--- src/qrs_pkg.sv ---
`timescale 1ns / 1ps
// ----------------------------------------------------------------------------
// Quadratic root solver package
// Widths, codes, pipeline stage types and the shared division step.
// ----------------------------------------------------------------------------
package qrs_pkg;

  localparam int COEF_BITS  = 16;
  localparam int FRAC_BITS  = 16;
  localparam int ROOT_BITS  = 48;
  localparam int SQRT_PAIRS = 26;

  localparam int SQRT_STEPS = SQRT_PAIRS + FRAC_BITS;
  localparam int RAD_W      = 2 * SQRT_STEPS;
  localparam int ROOT_W     = SQRT_STEPS;
  localparam int REM_W      = ROOT_W + 3;
  localparam int PROD_W     = 2 * COEF_BITS;
  localparam int D_W        = 2 * COEF_BITS + 3;
  localparam int BASE_W     = COEF_BITS + FRAC_BITS + 1;
  localparam int DEN_S      = COEF_BITS + 2;
  localparam int DMAG_W     = COEF_BITS + 1;
  localparam int DREM_W     = DMAG_W + 1;
  localparam int NUM_S      = ROOT_W + 2;
  localparam int NUM_W      = ROOT_W + 1;

  localparam logic [1:0] CNT_NONE = 2'd0;
  localparam logic [1:0] CNT_ONE  = 2'd1;
  localparam logic [1:0] CNT_TWO  = 2'd2;
  localparam logic [1:0] CNT_ALL  = 2'd3;

  typedef enum logic [2:0] {
    KIND_NONE,
    KIND_ALL,
    KIND_LIN,
    KIND_DBL,
    KIND_TWO
  } kind_t;

  typedef struct packed {
    logic                     valid;
    kind_t                    kind;
    logic signed [BASE_W-1:0] base;
    logic signed [DEN_S-1:0]  den;
    logic [RAD_W-1:0]         rad;
    logic [REM_W-1:0]         rem;
    logic [ROOT_W-1:0]        root;
  } sq_stage_t;

  typedef struct packed {
    logic [NUM_W-1:0]  num;
    logic [DREM_W-1:0] rem;
    logic [NUM_W-1:0]  q;
  } dv_lane_t;

  typedef struct packed {
    logic              valid;
    kind_t             kind;
    logic              neg1;
    logic              neg2;
    logic [DMAG_W-1:0] dmag;
    dv_lane_t          l1;
    dv_lane_t          l2;
  } dv_stage_t;

  function automatic dv_lane_t div_step(dv_lane_t cur, logic [DMAG_W-1:0] dmag);
    dv_lane_t          nxt;
    logic [DREM_W-1:0] rsh;
    logic              ge;
    rsh = {cur.rem[DREM_W-2:0], cur.num[NUM_W-1]};
    ge = rsh >= DREM_W'(dmag);
    nxt.rem = ge ? rsh - DREM_W'(dmag) : rsh;
    nxt.num = cur.num << 1;
    nxt.q = {cur.q[NUM_W-2:0], ge};
    return nxt;
  endfunction

endpackage

--- src/qrs_div_cell.sv ---
`timescale 1ns / 1ps
// ----------------------------------------------------------------------------
// Division cell
// One restoring division step for both root numerators with its stage.
// ----------------------------------------------------------------------------
module qrs_div_cell (
  input  logic               clk,
  input  logic               rst,
  input  logic               en,
  input  qrs_pkg::dv_stage_t prev,
  output qrs_pkg::dv_stage_t stage
);
  import qrs_pkg::*;

  dv_stage_t stage_next;

  always_comb begin
    stage_next = prev;
    stage_next.l1 = div_step(prev.l1, prev.dmag);
    stage_next.l2 = div_step(prev.l2, prev.dmag);
  end

  always_ff @(posedge clk) begin
    if (rst) begin
      stage.valid <= 1'b0;
    end else if (en) begin
      stage <= stage_next;
    end
  end
endmodule

--- config.mk ---
export PLATFORM = sky130hd
export DESIGN_NAME = qrs_div_cell
export DESIGN_NICKNAME = d
export VERILOG_FILES = /design/src/qrs_pkg.sv /design/src/qrs_div_cell.sv
export SDC_FILE = /design/constraint.sdc
export NUM_CORES = 1
export LEC_CHECK = 0
export ABC_AREA = 1
export BUFFER_PORTS_ARGS = -buffer_cell sky130_fd_sc_hd__buf_2
export CAP_MARGIN = 15
export CORE_MARGIN = 2
export CORE_UTILIZATION = 30
export CTS_BUF_LIST = sky130_fd_sc_hd__clkbuf_4 sky130_fd_sc_hd__clkbuf_8
export CTS_CLUSTER_DIAMETER = 60
export DETAILED_ROUTE_END_ITERATION = 6
export GPL_ROUTABILITY_DRIVEN = 0
export PLACE_DENSITY = 0.67
export SLEW_MARGIN = 20
export SYNTH_ARGS = -nofsm -noshare
export SYNTH_HDL_FRONTEND = slang
export SYNTH_SLANG_ARGS = --single-unit
--- constraint.sdc ---
create_clock -name clk -period 27.1 [get_ports clk]
set_clock_uncertainty 0.1 [all_clocks]
set_input_delay 5.42 -clock clk [delete_from_list [all_inputs] [get_ports clk]]
set_output_delay 5.42 -clock clk [all_outputs]
set_load 0.02 [all_outputs]
==> impl_metrics.csv <==
group,metric,value,unit
grt,grt_pass1_vias,7999,
grt,grt_pass1_wl,50800,µm
worst_setup_path,path_max_fanout,73,
layout,multi_input_area,2580,µm²
synth,ys_types,29,
floorplanning,die_x,187,µm
synth,synth_ff_type,"edfxtp_1",
synth,synth-seq-cells,229,
worst_setup_path,crit_family,"buffers and inverters",
power_and_ir_drop,intPower,0.664,mW
clock_tree,htree_levels,2,
route,drc,0,
floorplanning,die_area,34900,µm²
synth,synthCells,877,
sta,tightest_slew,0.949,ns
layout,final_cell_mix,"458 x buf_2, 329 x nand2_1, 228 x edfxtp_1",
sta,hold_viol_final,0,
hold_path,worstHoldPathType,"register to register",
clock_tree,cts_tree,"yes",
placement,place_hpwl,28300,µm
clock_tree,cts-hold-fix-buffers,0,
layout,largest-register,"stage",
synth,synth.avg_cell_area,11.4,µm²
hold_path,holdPathStages,2,
route,drt_iter0_markers,560,
power_and_ir_drop,p_clk_share,37.0,%
layout,fin_cells,1858,
worst_setup_path,worst_ep_required_time,27.18,ns
sta,max_slew_margin,36.7,%
synth,synth_edf_count,228,
sta,final.min_clock_period,8.47,ns
clock_tree,cts_setup_buffers,0,
placement,io_buffers,458,
clock_tree,cts.path.max_buffers,3,
layout,nets,1648,
hold_path,min_from,"stage[230]",
worst_setup_path,crit_chain,"buf_2, inv_1, nor2_4, buf_4, buf_4, buf_4",
worst_setup_path,path_buf_inv,5,
route,vias,8122,
sta,fin_ws,18.63,ns
layout,final_common_cell,"buf_2",
job,maxCapViolCount,0,
floorplanning,rows,66,
grt,antenna_found_initial,24,
synth,yosys_warnings,0,
layout,final_util,42.0,%
power_and_ir_drop,p_sw_share,28.7,%
sta,setup_tns,0,ns
sta,post-route-period-util,31.2,%
clock_tree,worstSkewPairLatency,0.56,ns
worst_setup_path,rr_endpoint,"stage[230]",
clock_tree,ctsResizeCount,0,
outcome,outcome,"finished clean",
placement,dp.cells,1775,
synth,synth_area,10000,µm²
power_and_ir_drop,pwr-share-comb,17.1,%
grt,overflow,0,
clock_tree,cts_made_buffers,43,
worst_setup_path,max_stage_delay,0.87,ns
sta,rsz0062_at_grt,"no",
grt,grt_max_degree,74,
route,postRouteAntennaNets,0,
layout,drive_above_1_share,41.2,%
grt,track_usage,19.8,%
power_and_ir_drop,p_sw,0.267,mW
placement,place_area,12800,µm²
route,firstDrtPassIters,5,
hold_path,min_to,"stage[230]",
placement,place_ws,17.93,ns
route,viasPerCell,4.37,
clock_tree,clk_pin_slew,0.06,ns
power_and_ir_drop,finalPower,0.931,mW
power_and_ir_drop,leakage,6.64,nW
clock_tree,cts_sinks,229,
sta,slew_viol_final,0,
sta,fin_hold_ws,0.375,ns
worst_setup_path,timing.rr.start,"stage[230]",
layout,area_growth_syn_to_layout,36.9,%
floorplanning,initial_core_util,30.6,%
worst_setup_path,arrival,8.55,ns
worst_setup_path,cp-start-kind,"primary input",
layout,stdcell_area,13700,µm²
route,wl,35800,µm
synth,seq_area_frac_synth,68.5,%
worst_setup_path,slowest_stage,"buf_4",
sta,setup_viol,0,
clock_tree,cts-root-buf,"clkbuf_8",
floorplanning,io_pins,465,
power_and_ir_drop,pwr-share-seq,45.9,%
synth,postSynth.asyncResetShare,0,%
worst_setup_path,r2r_setup_slack,26.41,ns
floorplanning,die_h,187,µm
layout,n_fill_cell,3205,
layout,largest_reg_flops,229,
layout,reg.largest.list,"stage (229)",
worst_setup_path,path_class,"primary input to register",
sta,max_freq,0.118,GHz
route,wl_per_cell,19.2,µm
worst_setup_path,cp_common_cell,"buf_4",
power_and_ir_drop,power_per_cell_area,67.9,nW/µm²
power_and_ir_drop,max-vdd-ir-drop,0.0000302,V
floorplanning,core_area,32700,µm²
worst_setup_path,endpoint_kind,"register",
worst_setup_path,rr_worst_depth,2,
layout,regArea,6870,µm²
==> logic make-up (layout without fill, tap and decap cells) <==
kind of cell / Yosys count / in the layout / share of synthesized area [%]
buf+inv: 146 / 678 / 5.88
fa+ha+maj: 36 / 36 / 4.64
xor+xnor: 14 / 14 / 1.22
compound gates: 21 / 21 / 1.35
simple gates: 430 / 430 / 18.4
flops: 229 / 229 / 68.5
other cells: 1 / 8 / 0.0374
==> worst register-to-register path: cells and delay by family, from the launching register on <==
| family | cells | cell delay, ns |
|---|---|---|
| flops | 1 | 0.33 |
| compound gates | 1 | 0.14 |
| simple gates | 1 | 0.05 |
==> layer usage <==
layer	GRT usage, %	vias to the layer above	share of wire [%]
met5	0	-	0.37
li1	-	3885	-
met3	8.01	79	10
met1	23.1	3778	39
met2	33.5	360	48
met4	5.89	20	2.7
==> cell type report <==
type,instances,share of cell area (%)
multi-input combinational,503,18.8
tap,442,4.03
clock inverter,21,1.19
clock buffer,56,5.16
inverter,140,3.83
sequential,229,50.0
timing repair buffer,461,16.9
antenna,6,0.109
==> power groups by stage <==
stage / combinational [mW] / sequential [mW] / clock (mW)
after CTS: 0.161 / 0.428 / 0.357
final: 0.160 / 0.427 / 0.344
after detailed placement: 0.160 / 0.435 / 0
after global placement: 0.158 / 0.434 / 0
after global routing: 0.174 / 0.430 / 0.374
after floorplan: 0.0617 / 0.473 / 0
==> cells in the mapped netlist, types with 3 or more instances <==
master	count	area (µm²)
xor2_1	11	96.3
nor2_2	3	18.8
or2_2	3	18.8
xnor2_1	3	26.3
clkinv_1	4	15.0
nand2_1	329	1230
edfxtp_1	228	6850
inv_1	125	469
nor3_1	4	20.0
nand4_2	4	50.1
a21oi_1	17	85.1
nor2_4	4	45.0
nand2_2	16	100
nand3_1	32	160
buf_6	3	33.8
nor2_1	28	105
ha_1	34	425
inv_2	11	41.3
==> worst max path at each step <==
stage | from | end | slack [ns] | cells past startpoint
after global placement | en | stage[196] | 18.05 | 6
after global routing | en | stage[89] | 18.31 | 6
after CTS | en | stage[89] | 18.57 | 6
final | en | stage[89] | 18.63 | 6
after detailed placement | en | stage[188] | 17.93 | 6
after floorplan | en | stage[0] | 11.14 | 2
Power figures use the tool's default switching activity.
