===== src/qrs_pkg.sv =====
`timescale 1ns / 1ps
// ----------------------------------------------------------------------------
// Quadratic root solver package
// Widths, codes, pipeline stage types and the shared division step.
// ----------------------------------------------------------------------------
package qrs_pkg;

  localparam int COEF_BITS  = 16;
  localparam int FRAC_BITS  = 16;
  localparam int ROOT_BITS  = 48;
  localparam int SQRT_PAIRS = 26;

  localparam int SQRT_STEPS = SQRT_PAIRS + FRAC_BITS;
  localparam int RAD_W      = 2 * SQRT_STEPS;
  localparam int ROOT_W     = SQRT_STEPS;
  localparam int REM_W      = ROOT_W + 3;
  localparam int PROD_W     = 2 * COEF_BITS;
  localparam int D_W        = 2 * COEF_BITS + 3;
  localparam int BASE_W     = COEF_BITS + FRAC_BITS + 1;
  localparam int DEN_S      = COEF_BITS + 2;
  localparam int DMAG_W     = COEF_BITS + 1;
  localparam int DREM_W     = DMAG_W + 1;
  localparam int NUM_S      = ROOT_W + 2;
  localparam int NUM_W      = ROOT_W + 1;

  localparam logic [1:0] CNT_NONE = 2'd0;
  localparam logic [1:0] CNT_ONE  = 2'd1;
  localparam logic [1:0] CNT_TWO  = 2'd2;
  localparam logic [1:0] CNT_ALL  = 2'd3;

  typedef enum logic [2:0] {
    KIND_NONE,
    KIND_ALL,
    KIND_LIN,
    KIND_DBL,
    KIND_TWO
  } kind_t;

  typedef struct packed {
    logic                     valid;
    kind_t                    kind;
    logic signed [BASE_W-1:0] base;
    logic signed [DEN_S-1:0]  den;
    logic [RAD_W-1:0]         rad;
    logic [REM_W-1:0]         rem;
    logic [ROOT_W-1:0]        root;
  } sq_stage_t;

  typedef struct packed {
    logic [NUM_W-1:0]  num;
    logic [DREM_W-1:0] rem;
    logic [NUM_W-1:0]  q;
  } dv_lane_t;

  typedef struct packed {
    logic              valid;
    kind_t             kind;
    logic              neg1;
    logic              neg2;
    logic [DMAG_W-1:0] dmag;
    dv_lane_t          l1;
    dv_lane_t          l2;
  } dv_stage_t;

  function automatic dv_lane_t div_step(dv_lane_t cur, logic [DMAG_W-1:0] dmag);
    dv_lane_t          nxt;
    logic [DREM_W-1:0] rsh;
    logic              ge;
    rsh = {cur.rem[DREM_W-2:0], cur.num[NUM_W-1]};
    ge = rsh >= DREM_W'(dmag);
    nxt.rem = ge ? rsh - DREM_W'(dmag) : rsh;
    nxt.num = cur.num << 1;
    nxt.q = {cur.q[NUM_W-2:0], ge};
    return nxt;
  endfunction

endpackage


===== src/qrs_sqrt_cell.sv =====
`timescale 1ns / 1ps
// ----------------------------------------------------------------------------
// Square root cell
// One digit-by-digit square root step with its registered stage.
// ----------------------------------------------------------------------------
module qrs_sqrt_cell (
  input  logic               clk,
  input  logic               rst,
  input  logic               en,
  input  qrs_pkg::sq_stage_t prev,
  output qrs_pkg::sq_stage_t stage
);
  import qrs_pkg::*;

  sq_stage_t        stage_next;
  logic [REM_W-1:0] rsh;
  logic [REM_W-1:0] trial;
  logic             ge;

  always_comb begin
    rsh = {prev.rem[REM_W-3:0], prev.rad[RAD_W-1 -: 2]};
    trial = REM_W'({prev.root, 2'b01});
    ge = rsh >= trial;
    stage_next = prev;
    stage_next.rad = prev.rad << 2;
    stage_next.rem = ge ? rsh - trial : rsh;
    stage_next.root = {prev.root[ROOT_W-2:0], ge};
  end

  always_ff @(posedge clk) begin
    if (rst) begin
      stage.valid <= 1'b0;
    end else if (en) begin
      stage <= stage_next;
    end
  end
endmodule


===== config.mk =====
export PLATFORM = sky130hd
export DESIGN_NAME = qrs_sqrt_cell
export DESIGN_NICKNAME = d
export VERILOG_FILES = /design/src/qrs_pkg.sv /design/src/qrs_sqrt_cell.sv
export SDC_FILE = /design/constraint.sdc
export NUM_CORES = 1
export LEC_CHECK = 0
export ABC_AREA = 1
export BUFFER_PORTS_ARGS = -buffer_cell sky130_fd_sc_hd__buf_4
export CORE_AREA = 10 10 168 170
export DETAILED_ROUTE_END_ITERATION = 8
export DIE_AREA = 0 0 178 180
export PLACE_DENSITY = 0.82
export SETUP_SLACK_MARGIN = 0.15
export SKIP_CTS_REPAIR_TIMING = 1
export SLEW_MARGIN = 40
export SYNTH_ARGS = -nofsm -noshare
export SYNTH_HDL_FRONTEND = slang
export SYNTH_SLANG_ARGS = --single-unit

===== constraint.sdc =====
create_clock -name clk -period 12.1 [get_ports clk]
set_input_delay 0.605 -clock clk [delete_from_list [all_inputs] [get_ports clk]]
set_output_delay 0.605 -clock clk [all_outputs]
set_load 0.1 [all_outputs]

==> key figures, run 1 <==
Status
  • Status: finished, final reports clean

Clocking
  • Clk_lat worst skew: between 0.5 and 0.6 ns
  • Root Driver: clkbuf_16
  • CTS H-Tree Depth: 1
  • Clk buf depth: 3
  • Cts bufs inserted: 24
  • TritonCTS Sinks: 224
  • Clk pin slew, worst setup/hold paths: 0.06 ns
  • CTS tree: done

Yosys
  • Cell taking the most area after synthesis: edfxtp_1
  • YS warnings: 0
  • Synth area leaders: edfxtp_1 (60%), nand2_1 (15%), inv_1 (7.9%)
  • Primary FF master, synth: edfxtp_1
  • Register area share after synthesis: 59.7%
  • Post-synthesis register bit count: 224
  • Synth Area in Compound Gates: 2.11%
  • Post-synthesis cell count: approximately 1.2k
  • Synth Area in Simple Gates: 22.5%
  • Mean Syn Cell Area: 9.24 um2
  • Ys async rst share: 0%
  • Xor/xnor share of the synthesized area: 1.71%
  • Yosys top cell area share: about 60%
  • Synth Area in Adders: 4.90%
  • Yosys cell types: 28
  • Multiplexer share of the synthesized area: 0%
  • Post-synth EDFFs: 223
  • Mapped Area: approximately 11000 um2
  • Main combinational cell family by area after synthesis: simple AND/OR/NAND/NOR gates

Worst setup path
  • Worst path required time: roughly 12 ns
  • Most used cell, CP: nand2_1
  • CP endpoint kind: flop
  • Crit start category: input pin
  • Crit path cell chain: buf_4, inv_1, ha_1, nand2_1, nor2_1, nand2_1, nor2_1, nand3_1, nand4_2, buf_4, clkinv_2, nand2_1, nand2_1
  • Crit Path Class: input pin to flop
  • Crit-path max FO: between 40 and 50
  • CP max-delay cell: clkinv_2
  • Slowest stage delay, CP: 0.71 ns
  • Crit path buffers/inverters: 4
  • CP arrival: about 3.7 ns
  • Critical path's top delay family: simple AND/OR/NAND/NOR gates

Cells and area
  • Most frequent cells in the layout: nand2_1 (464), buf_4 (451), inv_1 (237)
  • Largest Register: stage
  • Share of layout cells above drive strength 1: between 20% and 30%
  • Multi-input logic area: 3530 um2
  • FILL cells: 2109
  • Post-Layout Cell Count: 2036
  • Max reg flops: 224
  • Commonest non-fill, non-tap cell in the layout: nand2_1
  • Area Growth Syn to Fin: 40.2%
  • Final #Nets: 1960
  • Regs by FF count: stage: 224 flops
  • Storage cell area: 6720 um2

GRT
  • GRT overflow: 0
  • GRT Resource Usage Total: 26.0%
  • Number of global-route vias before repair: 9684
  • Initial antenna violation count: 3
  • First-pass GRT wire length: 61600 um
  • Pin count of the biggest net entering global routing: 102

Pwr
  • Pwr dens: 156 nW/um2
  • Peak VDD IR: 0.116 mV
  • Reg power frac: 38.2%
  • Leak Pwr: 0.00784 uW
  • Comb power frac: between 30% and 40%
  • Internal power: 1520 uW
  • Psw: between 900 and 1000 uW
  • Sw Ratio: 38.3%
  • Clk pwr share: between 20% and 30%

STA
  • Setup slack after layout: 8.73 ns
  • Setup violations, final: 0
  • Unrepaired setup endpoints after global routing: false
  • Final hold vios: 0
  • Final worst-path cycle share: roughly 28%
  • Max Fclk: just under 300 MHz
  • Relative slew slack: 54.3%
  • Total negative slack: 0 ns
  • Clk_skew: 0 ns
  • Min Clock Period, post-route: 3.37 ns
  • Least-Margin Pin Slew: just under 0.7 ns
  • Max Slew Vio Count: 0

Floorplanning
  • Row cnt: 58
  • Die Wd: ~180 um
  • Core Area: 24900 um2
  • Initial Utilization: between 40% and 50%
  • Num ports: ~460
  • Die area: 32000 um2
  • Die height: 180 um

Route
  • Total wire length: 43700 um
  • DR DRC count: 0
  • DR vias/cell: 4.82
  • First-pass iteration count of the detailed router: 6
  • Routed Antenna Nets: 0
  • Routed WL per cell: 21.5 um
  • Drt initial violations: 710
  • Via count: roughly 9.8k

Worst hold path
  • Hold crit path type: input pin to flop

Placed design
  • Detailed placement HPWL: 36300 um
  • Worst slack, placed: 8.46 ns
  • Placer Congestion: 0.939
  • Dpl cells: slightly below 2k
  • Number of port buffers: 450

Job
  • Max cap viols: 0
==> cells in the mapped netlist (2+ instances only) <==
master,number
nand3_1,58
nor4_1,2
nor3_1,2
xor2_1,22
nand4_1,8
nand2_2,3
o21ai_0,7
o21bai_1,5
inv_1,237
nor2_2,9
buf_4,6
nand2_1,464
ha_1,44
edfxtp_1,223
buf_6,5
a21oi_1,30
nor2_1,75
nand3b_1,5
inv_2,3
==> metrics by stage <==
stage / utilization (%) / hold WS (ns) / power (uW) / instance area, um2
final: 63.3 / 0.231 / 2460 / 15800
after global routing: 63.3 / 0.218 / 2550 / 15800
after CTS: 63.3 / 0.220 / 2480 / 15700
after detailed placement: 60.3 / 0.490 / 1770 / 15000
after global placement: 60.1 / 0.446 / 1760 / 15000
after floorplan: - / 0.674 / 1560 / 11200
==> path summary, 6_finish.rpt <==
check	from	endpoint	slack (ns)	depth (start not counted)
setup reg to reg	stage[225]	stage[225]	11.48	2
setup / recovery	prev[21]	stage[80]	8.73	13
hold reg to reg	stage[225]	stage[225]	0.50	2
hold / removal	prev[106]	stage[108]	0.23	1
==> layer usage <==
layer  global-route usage, %  up-vias  share of wire (%)
met5                       0        -              0.087
met4                    7.94        6                3.4
met3                    8.57       81                9.5
met2                    46.9      394                 51
met1                    27.8     4545                 36
li1                        -     4781                  -
==> kinds of logic (layout without fill, tap and decap cells) <==
group / after synthesis / count (layout)
xor gates and xnor gates: 22 / 22
buffers and inverters: 252 / 738
other: 1 / 4
AOI/OAI and AO/OA: 44 / 44
adders and majority gates: 44 / 44
and+or+nand+nor: 630 / 630
DFF: 224 / 224
==> cell type report <==
| class | count | area share (%) |
|---|---|---|
| Timing Repair Buffer | 454 | 21.9 |
| Tap cell | 330 | 2.62 |
| Inverter | 241 | 5.75 |
| Clock buffer | 31 | 3.98 |
| Sequential cell | 224 | 42.6 |
| Multi-Input combinational cell | 742 | 22.4 |
| Antenna cell | 2 | 0.0317 |
| Clock inverter | 12 | 0.754 |
==> power by group through the flow <==
stage / clock [uW] / sequential, uW / combinational (uW)
after floorplan: 0 / 1370 / 182
after global placement: 0 / 955 / 806
after detailed placement: 0 / 957 / 814
after CTS: 721 / 942 / 816
after global routing: 754 / 946 / 852
final: 710 / 941 / 813
==> worst register-to-register path: cells and delay by family (launching register included) <==
family	cells	cell delay, ns
flip-flops	1	0.34
AND/OR/NAND/NOR	1	0.07
AO/OA/AOI/OAI	1	0.14
(Power assumes the default switching activity.)
==> run 2, diff against run 1 <==
--- a/config.mk
+++ b/config.mk
@@ -5,12 +5,12 @@
 export SDC_FILE = /design/constraint.sdc
 export NUM_CORES = 1
 export LEC_CHECK = 0
-export ABC_AREA = 1
+export ABC_AREA = 0
 export BUFFER_PORTS_ARGS = -buffer_cell sky130_fd_sc_hd__buf_4
-export CORE_AREA = 10 10 168 170
+export CORE_AREA = 10 10 167 169
 export DETAILED_ROUTE_END_ITERATION = 8
-export DIE_AREA = 0 0 178 180
-export PLACE_DENSITY = 0.82
+export DIE_AREA = 0 0 177 179
+export PLACE_DENSITY = 0.79
 export SETUP_SLACK_MARGIN = 0.15
 export SKIP_CTS_REPAIR_TIMING = 1
 export SLEW_MARGIN = 40
==> constraint.sdc (replaced) <==
create_clock -name clk -period 2.97 [get_ports clk]
set_input_delay 0.1485 -clock clk [delete_from_list [all_inputs] [get_ports clk]]
set_output_delay 0.1485 -clock clk [all_outputs]
set_load 0.1 [all_outputs]
==> run 2 against run 1 <==
Worst setup slack got worse by 8.5 ns; clock power increased to 4.2 times the previous value; sequential power increased to 4.1 times the previous value; critical path type unchanged; highest routed layer unchanged.
==> key figures, run 2 <==
Worst hold path
  • Hold_sp: prev[77]
  • Hold crit path type: input pin to flop

Route
  • Routed WL per cell: between 20 and 25 um
  • DR vias/cell: 5.08
  • Drt initial violations: 748
  • DR DRC count: 0
  • Total wire length: about 43000 um
  • First-pass iteration count of the detailed router: 5
  • Routed Antenna Nets: 0
  • Via count: between 9k and 10k

Cells and area
  • Most frequent cells in the layout: buf_4 (482), dlygate4sd3_1 (224), edfxtp_1 (223)
  • Final #Nets: between 1.5k and 2k
  • Max reg flops: 224
  • Final cell area excluding filler cells: 16800 um2
  • Commonest non-fill, non-tap cell in the layout: buf_4
  • Area Growth Syn to Fin: 70.9%
  • Largest Register: stage
  • Post-Layout Cell Count: 1795
  • Regs by FF count: stage: 224 flops
  • Share of layout cells above drive strength 1: a little over a third

STA
  • Clk_skew: 0 ns
  • Min Clock Period, post-route: 2.71 ns
  • Final worst-path cycle share: 91.4%
  • Max Fclk: 368 MHz
  • Least-Margin Pin Slew: about 0.6 ns
  • Max Slew Vio Count: 0
  • Hold_ws: 0.0120 ns
  • Setup slack after layout: approximately 0.26 ns
  • Relative slew slack: 59.6%
  • Total negative slack: 0 ns
  • Unrepaired setup endpoints after global routing: false
  • Setup violations, final: 0
  • Final hold vios: 0

Yosys
  • YS warnings: 0
  • Post-synthesis cell count: 730
  • Post-synthesis register bit count: about 220
  • Most numerous cell in the Yosys netlist: edfxtp_1
  • Mean Syn Cell Area: 13.5 um2
  • Synth cell count leaders: edfxtp_1 (223), nand2_1 (68), o21ai_0 (57), a21oi_1 (51), inv_1 (51)
  • Cell taking the most area after synthesis: edfxtp_1
  • Post-synth EDFFs: 223
  • Yosys top cell area share: 67.9%
  • Mapped Area: 9860 um2
  • Yosys cell types: 55
  • Synth area leaders: edfxtp_1 (68%), ha_1 (5.6%), o21ai_0 (2.9%)
  • Ys async rst share: 0%
  • Primary FF master, synth: edfxtp_1
  • Register area share after synthesis: 68.1%

Floorplanning
  • Row cnt: 58
  • Die height: 179 um
  • Core Area: ~25000 um2
  • Initial Utilization: between 30% and 40%
  • Num ports: 455
  • Die Wd: 177 um
  • Die area: 31700 um2

Pwr
  • Psw: between 3000 and 4000 uW
  • Comb power frac: 34.0%
  • Leak Pwr: 0.00722 uW
  • Pwr dens: 612 nW/um2
  • Clk pwr share: 28.6%
  • Sw Ratio: 37.7%
  • Peak VDD IR: 0.461 mV
  • Reg power frac: 37.4%
  • Internal power: roughly 6400 uW

Clocking
  • Cts bufs inserted: 25
  • Clk buf depth: 3
  • Clk pin slew, worst setup/hold paths: 0.06 ns
  • CTS tree: done
  • Clk_lat worst skew: 0.53 ns
  • TritonCTS Sinks: 224
  • Root Driver: clkbuf_16
  • CTS H-Tree Depth: 1

GRT
  • Pin count of the biggest net entering global routing: 92
  • GRT overflow: 0
  • First-pass GRT wire length: 51000 um
  • Initial antenna violation count: 12
  • GRT Resource Usage Total: 21.7%
  • Number of global-route vias before repair: just under 8k

Placed design
  • Worst slack, placed: -0.0165 ns
  • Number of port buffers: 450
  • Dpl cells: 1520
  • Detailed placement HPWL: 30200 um
  • Area post-placement: 13800 um2
  • Placer Congestion: 0.934

Worst setup path
  • CP arrival: 2.99 ns
  • Worst r2r src: stage[225]
  • Crit Path Class: input pin to flop
  • Crit path from: prev[23]
  • Crit start category: input pin
  • Crit-path max FO: 5
  • CP endpoint kind: flop
  • Worst path required time: 3.25 ns

Status
  • Status: finished, final reports clean

Job
  • Max cap viols: 0
[run 2: power groups by stage]
stage | Clock (uW) | Combinational, uW | Sequential, uW
3_3_place_gp | 0 | 3180 | 3890
5_1_grt | 3120 | 3630 | 3870
6_report | 2950 | 3500 | 3860
2_1_floorplan | 0 | 623 | 5590
3_5_place_dp | 0 | 3200 | 3900
4_1_cts | 2990 | 3210 | 3840
[run 2: worst paths after layout]
kind / to / slack, ns / depth (start not counted)
worst max-delay path: stage[86] / 0.26 / 12
worst max register to register: stage[225] / 2.34 / 2
worst min register to register: stage[225] / 0.54 / 2
worst min-delay path: stage[79] / 0.01 / 3
[run 2: cell families (layout without fill, tap and decap cells)]
kind of cell,count (synthesis),in the layout,share of synthesized area [%]
AOI/OAI and AO/OA,185,185,11.5
muxes,7,7,0.749
DFF,224,224,68.1
xor gates and xnor gates,40,40,3.55
buffers and inverters,78,805,3.25
adders and majority gates,44,44,5.59
other,1,9,0.0380
and+or+nand+nor,151,151,7.22
[run 2: layout make-up]
type | instances | area, um2
repair buffers | 709 | 5920
well taps | 330 | 413
clock inverters | 13 | 106
fillers | 1653 | 7900
flip-flops and latches | 224 | 6720
clock buffers | 31 | 648
diodes | 7 | 17.5
multi-input cells | 429 | 2830
inverters | 52 | 195
[run 2: critical path: stages]
cell and delay [ns]:
dlygate4sd3_1 0.53, buf_4 0.11, inv_1 0.05, ha_1 0.36, nand2_1 0.10, nor3_1 0.24, nand4_1 0.19, a31o_2 0.27
a31o_2 0.24, o41ai_1 0.25, buf_4 0.17, mux2_2 0.32
[run 2: per-stage QoR]
stage | utilization [%] | total power, uW
3_3_place_gp | 55.9 | 7070
2_1_floorplan | - | 6210
5_1_grt | 68.1 | 10600
3_5_place_dp | 55.9 | 7110
4_1_cts | 59.0 | 10000
6_report | 68.1 | 10300
[run 2: metal layers]
metal  vias to the layer above  global-route usage, %  share of wire [%]
met1                      4416                   22.3                 36
met5                         -                      0               0.15
li1                       4140                      -                  -
met4                        10                   8.62                4.3
met2                       464                   38.2                 51
met3                        85                   9.29                8.6
